### src/rtl/polygon_half_plane_clipper_assert.svh
// Assertion macros for the polygon half-plane clipper.
`ifndef POLYGON_HALF_PLANE_CLIPPER_ASSERT_SVH
`define POLYGON_HALF_PLANE_CLIPPER_ASSERT_SVH

// Same-cycle implication, checked out of reset.
`define PHC_ASSERT_NOW(label, pre, post, msg) \
    label: assert property (@(posedge clk) disable iff (!rst_n) (pre) |-> (post)) \
        else $error(msg);

// Next-cycle implication, checked out of reset.
`define PHC_ASSERT_NEXT(label, pre, post, msg) \
    label: assert property (@(posedge clk) disable iff (!rst_n) (pre) |=> (post)) \
        else $error(msg);

`endif

### src/rtl/phc_pkg.sv
// Shared types and constants for the polygon half-plane clipper.
`timescale 1ns / 1ps
package phc_pkg;

    localparam int COORD_W   = 32;
    localparam int DIST_W    = 64;
    localparam int TOL_W     = 20;
    localparam int CFG_IDX_W = 2;
    localparam int CFG_W     = 64;
    localparam int MDX_W     = COORD_W + 1;
    localparam int PROD_W    = MDX_W + 32;
    localparam int NUM_W     = MDX_W + DIST_W;
    localparam int QUO_W     = 42;
    localparam int SUM_W     = QUO_W + 2;
    localparam int DIV_CNT_W = $clog2(NUM_W);

    localparam logic [TOL_W-1:0] TOL_RESET = TOL_W'(281);

    typedef enum logic [CFG_IDX_W-1:0] {
        CFG_NORMAL_X     = 2'd0,
        CFG_NORMAL_Y     = 2'd1,
        CFG_PLANE_OFFSET = 2'd2,
        CFG_INSIDE_TOL   = 2'd3
    } cfg_idx_t;

    typedef enum logic [3:0] {
        OP_NONE,
        OP_LOAD,
        OP_D0,
        OP_D1,
        OP_D2,
        OP_XSET,
        OP_MUL0,
        OP_MUL1,
        OP_MUL2,
        OP_DIV,
        OP_FIN,
        OP_STORE,
        OP_EMIT_START,
        OP_EMIT_CROSS,
        OP_EMIT_BARE
    } dp_op_t;

    typedef struct packed {
        dp_op_t op;
        logic   edge_b;
        logic   coord_y;
        logic   end_mark;
    } dp_cmd_t;

    typedef struct packed {
        logic have_first;
        logic cur_last;
        logic prev_in;
        logic cur_in;
        logic first_in;
        logic div_last;
        logic out_free;
    } dp_stat_t;

endpackage

### src/rtl/phc_ctrl.sv
// Controller: sequences distance, edge emission, crossing computation and polygon close.
`timescale 1ns / 1ps
module phc_ctrl (
    input  logic               clk,
    input  logic               rst_n,
    input  logic               in_valid,
    output logic               in_ready,
    input  phc_pkg::dp_stat_t  stat,
    output phc_pkg::dp_cmd_t   cmd
);
    import phc_pkg::*;

    typedef enum logic [14:0] {
        ST_IDLE    = 15'b000000000000001,
        ST_D0      = 15'b000000000000010,
        ST_D1      = 15'b000000000000100,
        ST_D2      = 15'b000000000001000,
        ST_A_START = 15'b000000000010000,
        ST_XSET    = 15'b000000000100000,
        ST_MUL0    = 15'b000000001000000,
        ST_MUL1    = 15'b000000010000000,
        ST_MUL2    = 15'b000000100000000,
        ST_DIV     = 15'b000001000000000,
        ST_FIN     = 15'b000010000000000,
        ST_XEMIT   = 15'b000100000000000,
        ST_STORE   = 15'b001000000000000,
        ST_B_START = 15'b010000000000000,
        ST_BARE    = 15'b100000000000000
    } state_t;

    state_t state_reg, state_next;
    logic   edge_reg, edge_next;
    logic   coord_reg, coord_next;
    logic   any_reg, any_next;
    logic   a_cross, b_cross;

    assign a_cross = stat.prev_in != stat.cur_in;
    assign b_cross = stat.cur_in != stat.first_in;

    always_comb
    begin
        state_next = state_reg;
        edge_next  = edge_reg;
        coord_next = coord_reg;
        any_next   = any_reg;
        cmd.op       = OP_NONE;
        cmd.edge_b   = edge_reg;
        cmd.coord_y  = coord_reg;
        cmd.end_mark = 1'b0;
        unique case (state_reg)
            ST_IDLE:
            begin
                any_next = 1'b0;
                if (in_valid)
                begin
                    cmd.op     = OP_LOAD;
                    state_next = ST_D0;
                end
            end
            ST_D0:
            begin
                cmd.op     = OP_D0;
                state_next = ST_D1;
            end
            ST_D1:
            begin
                cmd.op     = OP_D1;
                state_next = ST_D2;
            end
            ST_D2:
            begin
                cmd.op     = OP_D2;
                state_next = ST_A_START;
            end
            ST_A_START:
            begin
                if (!(stat.have_first && stat.prev_in && !stat.out_free))
                begin
                    if (stat.have_first && stat.prev_in)
                    begin
                        cmd.op       = OP_EMIT_START;
                        cmd.edge_b   = 1'b0;
                        cmd.end_mark = stat.cur_last && !a_cross && !stat.cur_in && !b_cross;
                        any_next     = 1'b1;
                    end
                    if (stat.have_first && a_cross)
                    begin
                        edge_next  = 1'b0;
                        coord_next = 1'b0;
                        state_next = ST_XSET;
                    end
                    else
                    begin
                        state_next = ST_STORE;
                    end
                end
            end
            ST_XSET:
            begin
                cmd.op     = OP_XSET;
                state_next = ST_MUL0;
            end
            ST_MUL0:
            begin
                cmd.op     = OP_MUL0;
                state_next = ST_MUL1;
            end
            ST_MUL1:
            begin
                cmd.op     = OP_MUL1;
                state_next = ST_MUL2;
            end
            ST_MUL2:
            begin
                cmd.op     = OP_MUL2;
                state_next = ST_DIV;
            end
            ST_DIV:
            begin
                cmd.op = OP_DIV;
                if (stat.div_last)
                begin
                    state_next = ST_FIN;
                end
            end
            ST_FIN:
            begin
                cmd.op = OP_FIN;
                if (!coord_reg)
                begin
                    coord_next = 1'b1;
                    state_next = ST_XSET;
                end
                else
                begin
                    state_next = ST_XEMIT;
                end
            end
            ST_XEMIT:
            begin
                if (stat.out_free)
                begin
                    cmd.op       = OP_EMIT_CROSS;
                    cmd.end_mark = edge_reg ? 1'b1
                                 : (stat.cur_last && !stat.cur_in && !b_cross);
                    any_next     = 1'b1;
                    state_next   = edge_reg ? ST_IDLE : ST_STORE;
                end
            end
            ST_STORE:
            begin
                cmd.op     = OP_STORE;
                state_next = stat.cur_last ? ST_B_START : ST_IDLE;
            end
            ST_B_START:
            begin
                if (!(stat.cur_in && !stat.out_free))
                begin
                    if (stat.cur_in)
                    begin
                        cmd.op       = OP_EMIT_START;
                        cmd.edge_b   = 1'b1;
                        cmd.end_mark = !b_cross;
                        any_next     = 1'b1;
                    end
                    if (b_cross)
                    begin
                        edge_next  = 1'b1;
                        coord_next = 1'b0;
                        state_next = ST_XSET;
                    end
                    else if (any_reg || stat.cur_in)
                    begin
                        state_next = ST_IDLE;
                    end
                    else
                    begin
                        state_next = ST_BARE;
                    end
                end
            end
            ST_BARE:
            begin
                if (stat.out_free)
                begin
                    cmd.op       = OP_EMIT_BARE;
                    cmd.end_mark = 1'b1;
                    state_next   = ST_IDLE;
                end
            end
            default:
            begin
                state_next = ST_IDLE;
            end
        endcase
    end

    always_ff @(posedge clk or negedge rst_n)
    begin
        if (!rst_n)
        begin
            state_reg <= ST_IDLE;
            edge_reg  <= 1'b0;
            coord_reg <= 1'b0;
            any_reg   <= 1'b0;
        end
        else
        begin
            state_reg <= state_next;
            edge_reg  <= edge_next;
            coord_reg <= coord_next;
            any_reg   <= any_next;
        end
    end

    assign in_ready = (state_reg == ST_IDLE);

endmodule

### config.mk
export PLATFORM = sky130hd
export DESIGN_NAME = phc_ctrl
export DESIGN_NICKNAME = d
export VERILOG_FILES = /design/src/rtl/polygon_half_plane_clipper_assert.svh /design/src/rtl/phc_pkg.sv /design/src/rtl/phc_ctrl.sv
export SDC_FILE = /design/constraint.sdc
export NUM_CORES = 1
export LEC_CHECK = 0
export BUFFER_PORTS_ARGS = -buffer_cell sky130_fd_sc_hd__buf_2
export CAP_MARGIN = 20
export CELL_PAD_IN_SITES_DETAIL_PLACEMENT = 2
export CELL_PAD_IN_SITES_GLOBAL_PLACEMENT = 2
export CORE_MARGIN = 2
export CORE_UTILIZATION = 39
export CTS_BUF_LIST = sky130_fd_sc_hd__clkbuf_8
export CTS_CLUSTER_SIZE = 12
export DETAILED_ROUTE_END_ITERATION = 8
export GPL_ROUTABILITY_DRIVEN = 1
export PLACE_DENSITY_LB_ADDON = 0.12
export SETUP_SLACK_MARGIN = 0.2
export SLEW_MARGIN = 20
export SYNTH_ARGS = -nofsm -noshare
export SYNTH_HDL_FRONTEND = slang
export SYNTH_SLANG_ARGS = --single-unit
### constraint.sdc
create_clock -name clk -period 6.45 [get_ports clk]
set_clock_uncertainty 0.1 [all_clocks]
set_input_delay 0.9675 -clock clk [delete_from_list [all_inputs] [get_ports clk]]
set_output_delay 0.9675 -clock clk [all_outputs]
set_load 0.005 [all_outputs]
# Word-level counts from Yosys, hierarchy flattened
# Index checks and enable logic that the tools add are counted.
# W data, S select, Z words.
# word_totals
register_bits,18
wordCells,96
in_bits,10
out_inout_bits,8
# classes
n_reduce_logical,21
eq_ne,27
muxes,44
# ops
op,n
$pmux W15 S15,1
$mux W15,8
$pmux W4 S15,1
$mux W13,2
$mux W5,4
$ne A2 B2 Y1 const B,10
$mux W1,19
$eq A15 B1 Y1 const B,1
$eq A15 B10 Y1 const B,1
$eq A15 B11 Y1 const B,1
$eq A15 B12 Y1 const B,1
$eq A15 B13 Y1 const B,1
$eq A15 B14 Y1 const B,1
$eq A15 B15 Y1 const B,1
$eq A15 B2 Y1 const B,1
$eq A15 B3 Y1 const B,1
$eq A15 B4 Y1 const B,1
$eq A15 B5 Y1 const B,1
$eq A15 B6 Y1 const B,1
$eq A15 B7 Y1 const B,1
$eq A15 B8 Y1 const B,1
$eq A15 B9 Y1 const B,1
$mux W14,1
$mux W12,1
other kinds (13),30

# Depth between registers and ports, before layout
# Gate-level depths: netlist (run 1).
# depth
ltp_word,8
ltp_mapped,7
mapped_depth_nobuf,6

# Least setup slack after synthesis (run 1)
# No wires, ideal clock.
# synth_timing
kind,in2out
from,input stat[2] in the netlist's numbering
to,output cmd[0] in the netlist's numbering
arrival_ns,1.664
required_ns,5.382
path_buffers,0
slack_ns,3.719
path_stages,4
path_cell_list,ha_1 -> nor2_1 -> a21oi_1 -> o21ai_0
# synth_lines
item,line,text
start: declaration,phc_ctrl.sv:8,"input phc_pkg::dp_stat_t stat,"
end: declaration,phc_ctrl.sv:9,output phc_pkg::dp_cmd_t cmd

==> results of run 1 <==
## power groups by stage
stage | Combinational, mW | Sequential (mW) | Clock (mW)
final | 0.185 | 0.152 | 0.101
after global routing | 0.199 | 0.155 | 0.108
after CTS | 0.183 | 0.151 | 0.102
after detailed placement | 0.177 | 0.153 | 0
after global placement | 0.170 | 0.152 | 0
after floorplan | 0.124 | 0.146 | 0
## placed cells by master (no fill, tap or decap), types with 4 or more instances in the layout
cell type | synthesis | layout
a31oi_1 | 4 | 4
dfrtp_1 | 17 | 17
nand4_1 | 5 | 5
nor3b_1 | 6 | 6
nor3_1 | 8 | 7
clkbuf_8 | 0 | 4
o21ai_0 | 6 | 6
xor2_1 | 5 | 5
nand2_1 | 11 | 11
nor2_1 | 19 | 19
nand3_1 | 7 | 7
nand2b_1 | 4 | 4
a21oi_1 | 6 | 6
buf_2 | 0 | 17
nor4_1 | 6 | 6
## worst register-to-register path, stage by stage (launching register included)
cell	delay [ns]
dfrtp_1	0.55
nor4_4	0.60
nand4_1	0.37
o32ai_1	0.42
nand2b_2	0.21
mux2_4	0.30
## per-layer routing
layer  track usage, %  up-vias  wire length [microns]  part of all wire [%]
met3             5.54        9                    221                   4.5
met2             43.2       46                   2480                    50
met1             33.9      718                   2160                    44
met5                0        -                      0                     0
li1                 -      627                      -                     -
met4             8.42        0                     87                   1.8
## final timing paths
kind	slack [ns]	endpoint	startpoint
max in group asynchronous	5.36	state_reg[0]$_DFFE_PN1P_	rst_n
min reg2reg	0.44	coord_reg$_DFFE_PN0P_	coord_reg$_DFFE_PN0P_
min in group asynchronous	0.54	state_reg[1]$_DFFE_PN0P_	rst_n
max reg2reg	3.79	edge_reg$_DFFE_PN0P_	state_reg[8]$_DFFE_PN0P_
min	0.44	coord_reg$_DFFE_PN0P_	coord_reg$_DFFE_PN0P_
max	2.74	cmd[6]	state_reg[8]$_DFFE_PN0P_
## logic make-up after synthesis
family | count (synthesis)
adder cells (fa/ha/maj) | 1
XOR/XNOR | 5
buffers and inverters | 11
multiplexers | 2
flip-flops | 18
AO/OA/AOI/OAI | 32
AND/OR/NAND/NOR | 91
## final cells by class
class,count,share of cell area [%]
inverter,3,0.735
clock buffer,4,3.59
tap,46,3.76
sequential,18,29.5
multi-input combinational,131,56.9
timing repair buffer,17,5.55
## stage by stage
stage | instances | util, % | area (sq um) | hold WS, ns | power (mW)
finish | 219 | 45.6 | 1530 | 0.444 | 0.438
global route | 219 | 45.6 | 1530 | 0.484 | 0.462
CTS | 219 | 45.4 | 1530 | 0.453 | 0.437
detailed placement | 215 | 43.8 | 1470 | 0.435 | 0.330
global placement | 215 | 43.8 | 1470 | 0.432 | 0.322
floorplan | 160 | - | 1380 | 0.388 | 0.270
==> impl_metrics.ini, run 1 <==
[flow_run]
drv_cap = 0

[yosys]
seq_area_frac_synth_pct = 32.8
synth_edf_count = 0
ys_ff_latch = 18
synth_adder_area_share_pct = 0.907
synthTopCellsByCount = nor2_1, dfrtp_1, nand2_1
yosys.area_share.simple_pct = 41.0
synth.top_cells.by_area = dfrtp_1, nor2_1, nor4_4
synthArstFlopShare_pct = 100
yosysTopAreaCellShare_pct = 30.9
synth_nets = 171
synth.avg_cell_area_sq_um = 8.62
yosys.area.top_type = dfrtp_1
yosysWarnings = 0
synth_cell_types = 51
synthesis.area_sq_um = 1380
synth_most_common_cell = nor2_1
syn_inst = 160
synthXorXnorAreaFrac_pct = 3.18
synthMuxAreaShare_pct = 1.81
synth_ff_type = dfrtp_1
synth_compound_area_share_pct = 16.0
synth_top_family_by_area = simple AND/OR/NAND/NOR gates

[worst_setup_path]
path_depth = 7
max_stage_delay_ns = 0.59
worst-path-buf-inv = 1
critPathTopFamily = simple AND/OR/NAND/NOR gates
cp-start-kind = flip-flop
critical_path_class = flip-flop to output pin
critPathArrivalTime_ns = 2.64
cp.required_ns = 5.38
path_max_fanout = 10
reg2reg_depth = 5
crit_chain = nor4_4 > nand2_1 > nor2_1 > and4_1 > a21oi_1 > o2111ai_1 > buf_2
worst_path_max_delay_cell = nor4_4
crit_path_end_kind = output pin

[grt]
grtUsageTotal_pct = 26.1
antenna_found_initial = 0
grt_pass1_vias = 1446
grt_max_degree = 19
grt_pass1_wl_microns = 7910
grt_overflow_total = 0

[drt]
viasPerCell = 6.39
wl_microns = 4950
drc_errors = 0
drtPass1Iterations = 4
drtAntennaViolNets = 0
post_drt_wl_per_cell_microns = 22.6
vias = 1400
drt_iter0_markers = 114

[clock_tree]
cts_sinks = 18
postCtsSetupRepairBufs = 0
clk_pin_slew_ns = 0.08
cts_resized = 0
h-tree-depth = 1
cts_root_buffer = clkbuf_8
ctsHoldBuffers = 0
clock_path_buffers = 2
clkLatencyLatePin_ns = 0.27
cts_buffers = 3
cts_tree = built

[power_and_ir_drop]
power_frac_comb_pct = 42.2
p_int_mw = 0.250
pwr-share-seq_pct = 34.7
p_switching_mw = 0.188
ir_worst_vdd_mv = 0.111
switching_share_pct = 42.8
p_clk_share_pct = 23.1
p_leak_nw = 0.672
power.density_nw_per_um2 = 286

[cells_and_area]
fill_cells = 395
layout-drive-gt1-share_pct = 21.4
largest_reg_flops = 15
regArea_sq_um = 452
area_growth_pct = 11.2
multi_input_comb_area_sq_um = 872
num_antenna_cells = 0
nets = 185

[die]
io_pins = 18
fp.dieH_microns = 63.5
rows = 21
core_region_area_sq_um = 3360
die_x_microns = 63.5
dieArea_sq_um = 4030
start_util_pct = 41.0

[placement]
hpwl_microns = 3490
gp_congestion = 0.851
portBuffers = 17
pre_cts_slack_ns = 2.94

[sta]
fin_ws_ns = 2.74
max_freq_ghz = 0.270
hold_viol = 0
fin_crit_sh_pct = 57.5
slew_violations = 0
rsz0062_at_grt = no
post-route-min-period_ns = 3.71
setup_viol = 0
relSlewSlack_pct = 51.1
tightest_slew_ns = 0.729
totalNegativeSetupSlack_ns = 0

[min_path]
hold_path_class = flip-flop to flip-flop
min_path_cells = 1

[status]
outcome = finished, final reports clean
No activity file was read; power rests on OpenSTA's default activity.
==> run 2, diff against run 1 <==
--- a/config.mk
+++ b/config.mk
@@ -10,7 +10,7 @@
 export CELL_PAD_IN_SITES_DETAIL_PLACEMENT = 2
 export CELL_PAD_IN_SITES_GLOBAL_PLACEMENT = 2
 export CORE_MARGIN = 2
-export CORE_UTILIZATION = 39
+export CORE_UTILIZATION = 32
 export CTS_BUF_LIST = sky130_fd_sc_hd__clkbuf_8
 export CTS_CLUSTER_SIZE = 12
 export DETAILED_ROUTE_END_ITERATION = 8
==> constraint.sdc (replaced) <==
create_clock -name clk -period 2.99 [get_ports clk]
set_clock_uncertainty 0.1 [all_clocks]
set_input_delay 0.4485 -clock clk [delete_from_list [all_inputs] [get_ports clk]]
set_output_delay 0.4485 -clock clk [all_outputs]
set_load 0.005 [all_outputs]
==> impl_metrics.ini, run 2 (same netlist as run 1, synthesis figures left out) <==
[sta]
rsz0062_at_grt = no
totalNegativeSetupSlack_ns = 0
max_freq_ghz = 0.374
hold_viol = 0
setup_viol = 0
tightest_slew_ns = 0.579
slew_violations = 0
fin_crit_sh_pct = 89.3
relSlewSlack_pct = 61.1
post-route-min-period_ns = 2.67

[cells_and_area]
design_area_sq_um = 1720
nets = 203
layout-drive-gt1-share_pct = 34.6
num_antenna_cells = 0
area_growth_pct = 25.0
final_util_pct = 42.2
largest_reg_flops = 15
layout_common_cells = buf_2, buf_4, nor2_1

[placement]
hpwl_microns = 3840
placed_area_sq_um = 1520
portBuffers = 17
gp_congestion = 0.853

[drt]
drtPass1Iterations = 4
viasPerCell = 5.87
wl_microns = 5540
drtAntennaViolNets = 0
drt_iter0_markers = 74
vias = 1414
post_drt_wl_per_cell_microns = 23.0
drc_errors = 0

[power_and_ir_drop]
p_leak_nw = 0.760
power.density_nw_per_um2 = 580
p_switching_mw = 0.433
finalPower_mw = 0.999
ir_worst_vdd_mv = 0.194
p_clk_share_pct = 19.2
switching_share_pct = 43.3
p_int_mw = 0.567
power_frac_comb_pct = 47.6
pwr-share-seq_pct = 33.2

[min_path]
hold_path_class = primary input to asynchronous set/reset pin

[worst_setup_path]
critical_path_class = flip-flop to output pin
crit_path_end_kind = output pin
cp-start-kind = flip-flop
reg2reg_setup_slack_ns = 0.68
path_max_fanout = 7
critPathArrivalTime_ns = 2.12
cp.required_ns = 2.44

[clock_tree]
cts_root_buffer = clkbuf_8
cts_tree = built
cts_sinks = 18
clkLatencyLatePin_ns = 0.27
clock_path_buffers = 2
clk_pin_slew_ns = 0.08
h-tree-depth = 1
cts_buffers = 3

[grt]
grt_overflow_total = 0
grt_busiest_layer = met2
grt_pass1_wl_microns = 8090
antenna_found_initial = 0
grtUsageMet1_pct = 28.7
grtUsageTotal_pct = 21.5
grt_use_met3_pct = 3.20
grt_max_degree = 19
grt_pass1_vias = 1476
grt_util_met2_pct = 35.8

[die]
start_util_pct = 33.7
die_x_microns = 69.6
dieArea_sq_um = 4850
rows = 23
io_pins = 18
fp.dieH_microns = 69.6
core_region_area_sq_um = 4090

[status]
outcome = finished, final reports clean

[flow_run]
drv_cap = 0
[run 2: cell types whose count changed in the layout (fill, tap and decap cells not counted), moves of 2 or more]
cell / before / now
dfrtp_2: 0 / 3
buf_4: 0 / 17
dfrtp_1: 17 / 14
nor4b_1: 3 / 1
nor2_2: 0 / 2
nor2_1: 19 / 16
[run 2: critical path: stages, from the launching register on]
cell and delay [ns]:
dfrtp_1 0.49, or4_4 0.60, nor2_2 0.16, and4_4 0.26
a21oi_2 0.05, o2111ai_1 0.13, buf_2 0.15
[run 2: metal layers]
metal  vias up  routed length (microns)
li1        666                        -
met1       709                     2490
met2        32                     2810
met3         7                      165
met4         0                       71
met5         -                        0
[run 2: final timing paths]
| kind | start | endpoint | cells past startpoint |
|---|---|---|---|
| setup / recovery | state_reg[1]$_DFFE_PN0P_ | cmd[6] | 6 |
| hold / removal | rst_n | state_reg[7]$_DFFE_PN0P_ | 1 |
| setup reg to reg | state_reg[12]$_DFFE_PN0P_ | edge_reg$_DFFE_PN0P_ | 5 |
| hold reg to reg | any_reg$_DFFE_PN0P_ | any_reg$_DFFE_PN0P_ | 1 |
| max in group asynchronous | rst_n | state_reg[0]$_DFFE_PN1P_ | 1 |
| min in group clk | in_valid | state_reg[1]$_DFFE_PN0P_ | 2 |
[run 2: final cells by class]
type                    count  area (sq um)
fillers                   468          2360
inverters                   3          11.3
multi-input cells         131           925
clock buffers               3          41.3
flip-flops and latches     18           455
repair buffers             35           224
clock inverters             1          3.75
well taps                  50          62.6
[run 2: what timing repair did]
action / CTS / global route
pin swaps: 2 / 3
cloned: 0 / 0
resized for setup: 1 / 16
endpoints found under the hold margin: 0 / 0
hold buffers: 0 / 0
setup buffers: 4 / 9
setup endpoints to repair: 5 / 6
[run 2: per-stage QoR]
| stage | worst slack [ns] | hold slack [ns] | cells |
|---|---|---|---|
| floorplan | 0.815 | 0.0529 | 160 |
| CTS | 0.203 | 0.0450 | 232 |
| detailed placement | 0.334 | 0.332 | 224 |
| global placement | 0.460 | 0.318 | 224 |
| global route | 0.177 | 0.0452 | 241 |
| finish | 0.319 | 0.0194 | 241 |
[run 2: power groups by stage]
stage               clock (mW)  sequential, mW  combinational [mW]
floorplan                    0           0.314               0.268
global placement             0           0.327               0.397
detailed placement           0           0.333               0.406
CTS                      0.192           0.328               0.437
global route             0.202           0.341               0.510
finish                   0.192           0.332               0.476
==> run 3, diff against run 2 <==
--- a/config.mk
+++ b/config.mk
@@ -7,10 +7,10 @@
 export LEC_CHECK = 0
 export BUFFER_PORTS_ARGS = -buffer_cell sky130_fd_sc_hd__buf_2
 export CAP_MARGIN = 20
-export CELL_PAD_IN_SITES_DETAIL_PLACEMENT = 2
-export CELL_PAD_IN_SITES_GLOBAL_PLACEMENT = 2
+export CELL_PAD_IN_SITES_DETAIL_PLACEMENT = 0
+export CELL_PAD_IN_SITES_GLOBAL_PLACEMENT = 1
 export CORE_MARGIN = 2
-export CORE_UTILIZATION = 32
+export CORE_UTILIZATION = 40
 export CTS_BUF_LIST = sky130_fd_sc_hd__clkbuf_8
 export CTS_CLUSTER_SIZE = 12
 export DETAILED_ROUTE_END_ITERATION = 8
==> impl_metrics.ini, run 3 (same netlist as run 1, synthesis figures left out) <==
[status]
outcome = finished, final reports clean

[sta]
rsz0062_at_grt = no
max_freq_ghz = 0.371
slew_violations = 0
tightest_slew_ns = 0.549
relSlewSlack_pct = 63.3
post-route-min-period_ns = 2.70
totalNegativeSetupSlack_ns = 0
hold_viol = 0
fin_crit_sh_pct = 90.1
setup_viol = 0

[cells_and_area]
area_growth_pct = 18.6
nets = 196
largest_reg_flops = 15
layout_commonest_cell = buf_2
layout_common_cells = buf_2, nor2_1, dfrtp_1
layout-drive-gt1-share_pct = 31.0
layout.cells.non_filler = 230
num_antenna_cells = 0
fill_cells = 351
final_util_pct = 49.4

[drt]
wl_microns = 3780
drt_iter0_markers = 51
drc_errors = 0
viasPerCell = 5.85
drtAntennaViolNets = 0
post_drt_wl_per_cell_microns = 16.4
drtPass1Iterations = 4
vias = 1345

[placement]
hpwl_microns = 2870
dp_cells = 217
gp_congestion = 0.885
portBuffers = 17

[worst_setup_path]
cp-start-kind = flip-flop
reg2reg_depth = 8
rr_startpoint = state_reg[11]$_DFFE_PN0P_
crit_path_end_kind = output pin
critical_path_class = flip-flop to output pin
path_max_fanout = 8
cp.required_ns = 2.44
reg2reg_setup_slack_ns = 0.64
r2r-end = edge_reg$_DFFE_PN0P_
critPathArrivalTime_ns = 2.15

[power_and_ir_drop]
p_int_mw = 0.547
pwr-share-seq_pct = 35.3
ir_worst_vdd_mv = 0.205
p_clk_share_pct = 19.3
power_frac_comb_pct = 45.4
power.density_nw_per_um2 = 572
p_leak_nw = 0.717
p_switching_mw = 0.388
switching_share_pct = 41.5

[grt]
grt_max_degree = 19
grtUsageTotal_pct = 20.4
grt_pass1_wl_microns = 6340
antenna_found_initial = 0
grt_pass1_vias = 1254
grt_overflow_total = 0

[clock_tree]
cts_root_buffer = clkbuf_8
h-tree-depth = 1
clock_path_buffers = 2
clk_pin_slew_ns = 0.07
cts_tree = built
cts_sinks = 18
cts_buffers = 3
clkLatencyLatePin_ns = 0.26

[die]
core_region_area_sq_um = 3310
dieArea_sq_um = 3930
rows = 21
io_pins = 18
fp.dieH_microns = 62.7
die_x_microns = 62.7
start_util_pct = 41.6

[min_path]
hold_path_class = primary input to asynchronous set/reset pin

[flow_run]
drv_cap = 0
-- run 3: how the worst max path moves through the flow --
stage	cells past startpoint	startpoint	to	slack, ns
floorplan	7	state_reg[9]$_DFFE_PN0P_	cmd[6]	0.81
global placement	7	state_reg[9]$_DFFE_PN0P_	cmd[6]	0.36
detailed placement	7	state_reg[9]$_DFFE_PN0P_	cmd[6]	0.35
finish	8	state_reg[0]$_DFFE_PN1P_	cmd[5]	0.29
CTS	7	state_reg[1]$_DFFE_PN0P_	cmd[6]	0.21
global route	8	state_reg[6]$_DFFE_PN0P_	cmd[3]	0.18
-- run 3: stage by stage --
| stage | area, sq um | hold slack (ns) | setup slack, ns | total power, mW |
|---|---|---|---|---|
| global route | 1640 | 0.0504 | 0.178 | 1.01 |
| detailed placement | 1490 | 0.315 | 0.348 | 0.698 |
| global placement | 1490 | 0.306 | 0.365 | 0.698 |
| finish | 1640 | 0.0148 | 0.295 | 0.936 |
| CTS | 1580 | 0.0339 | 0.212 | 0.881 |
| floorplan | 1380 | 0.0529 | 0.815 | 0.583 |
-- run 3: critical path, cell delays in order (launching register included) --
cell,delay (ns)
dfstp_2,0.63
nor4_4,0.07
buf_4,0.17
nand3_2,0.17
nor2_4,0.08
a21o_2,0.21
a21oi_1,0.24
nand4_1,0.16
buf_2,0.16
-- run 3: per-layer routing --
metal  wire length (microns)  track usage [%]
met1                    1860             29.8
met2                    1680             30.6
met3                     185             3.42
met4                      57             6.67
met5                       0                0
-- run 3: layout make-up --
cell class,instances,area [sq um],area share [%]
Sequential cell,18,457,27.9
Inverter,3,11.3,0.689
Multi-Input combinational cell,131,897,54.9
Clock buffer,3,41.3,2.52
Clock inverter,1,3.75,0.230
Tap cell,46,57.6,3.52
Timing Repair Buffer,28,168,10.3
-- run 3: repair_timing --
action                     4_1_cts  5_1_grt
setup endpoints to repair        4        5
buffers inserted                 6        3
pin swaps                        3        2
gates resized for setup          0       12
hold buffers                     0        0
-- run 3: power groups by stage --
stage	logic [mW]	registers (mW)	clock network [mW]
floorplan	0.268	0.314	0
global placement	0.369	0.329	0
detailed placement	0.368	0.330	0
CTS	0.374	0.325	0.182
global route	0.469	0.337	0.199
finish	0.425	0.330	0.181
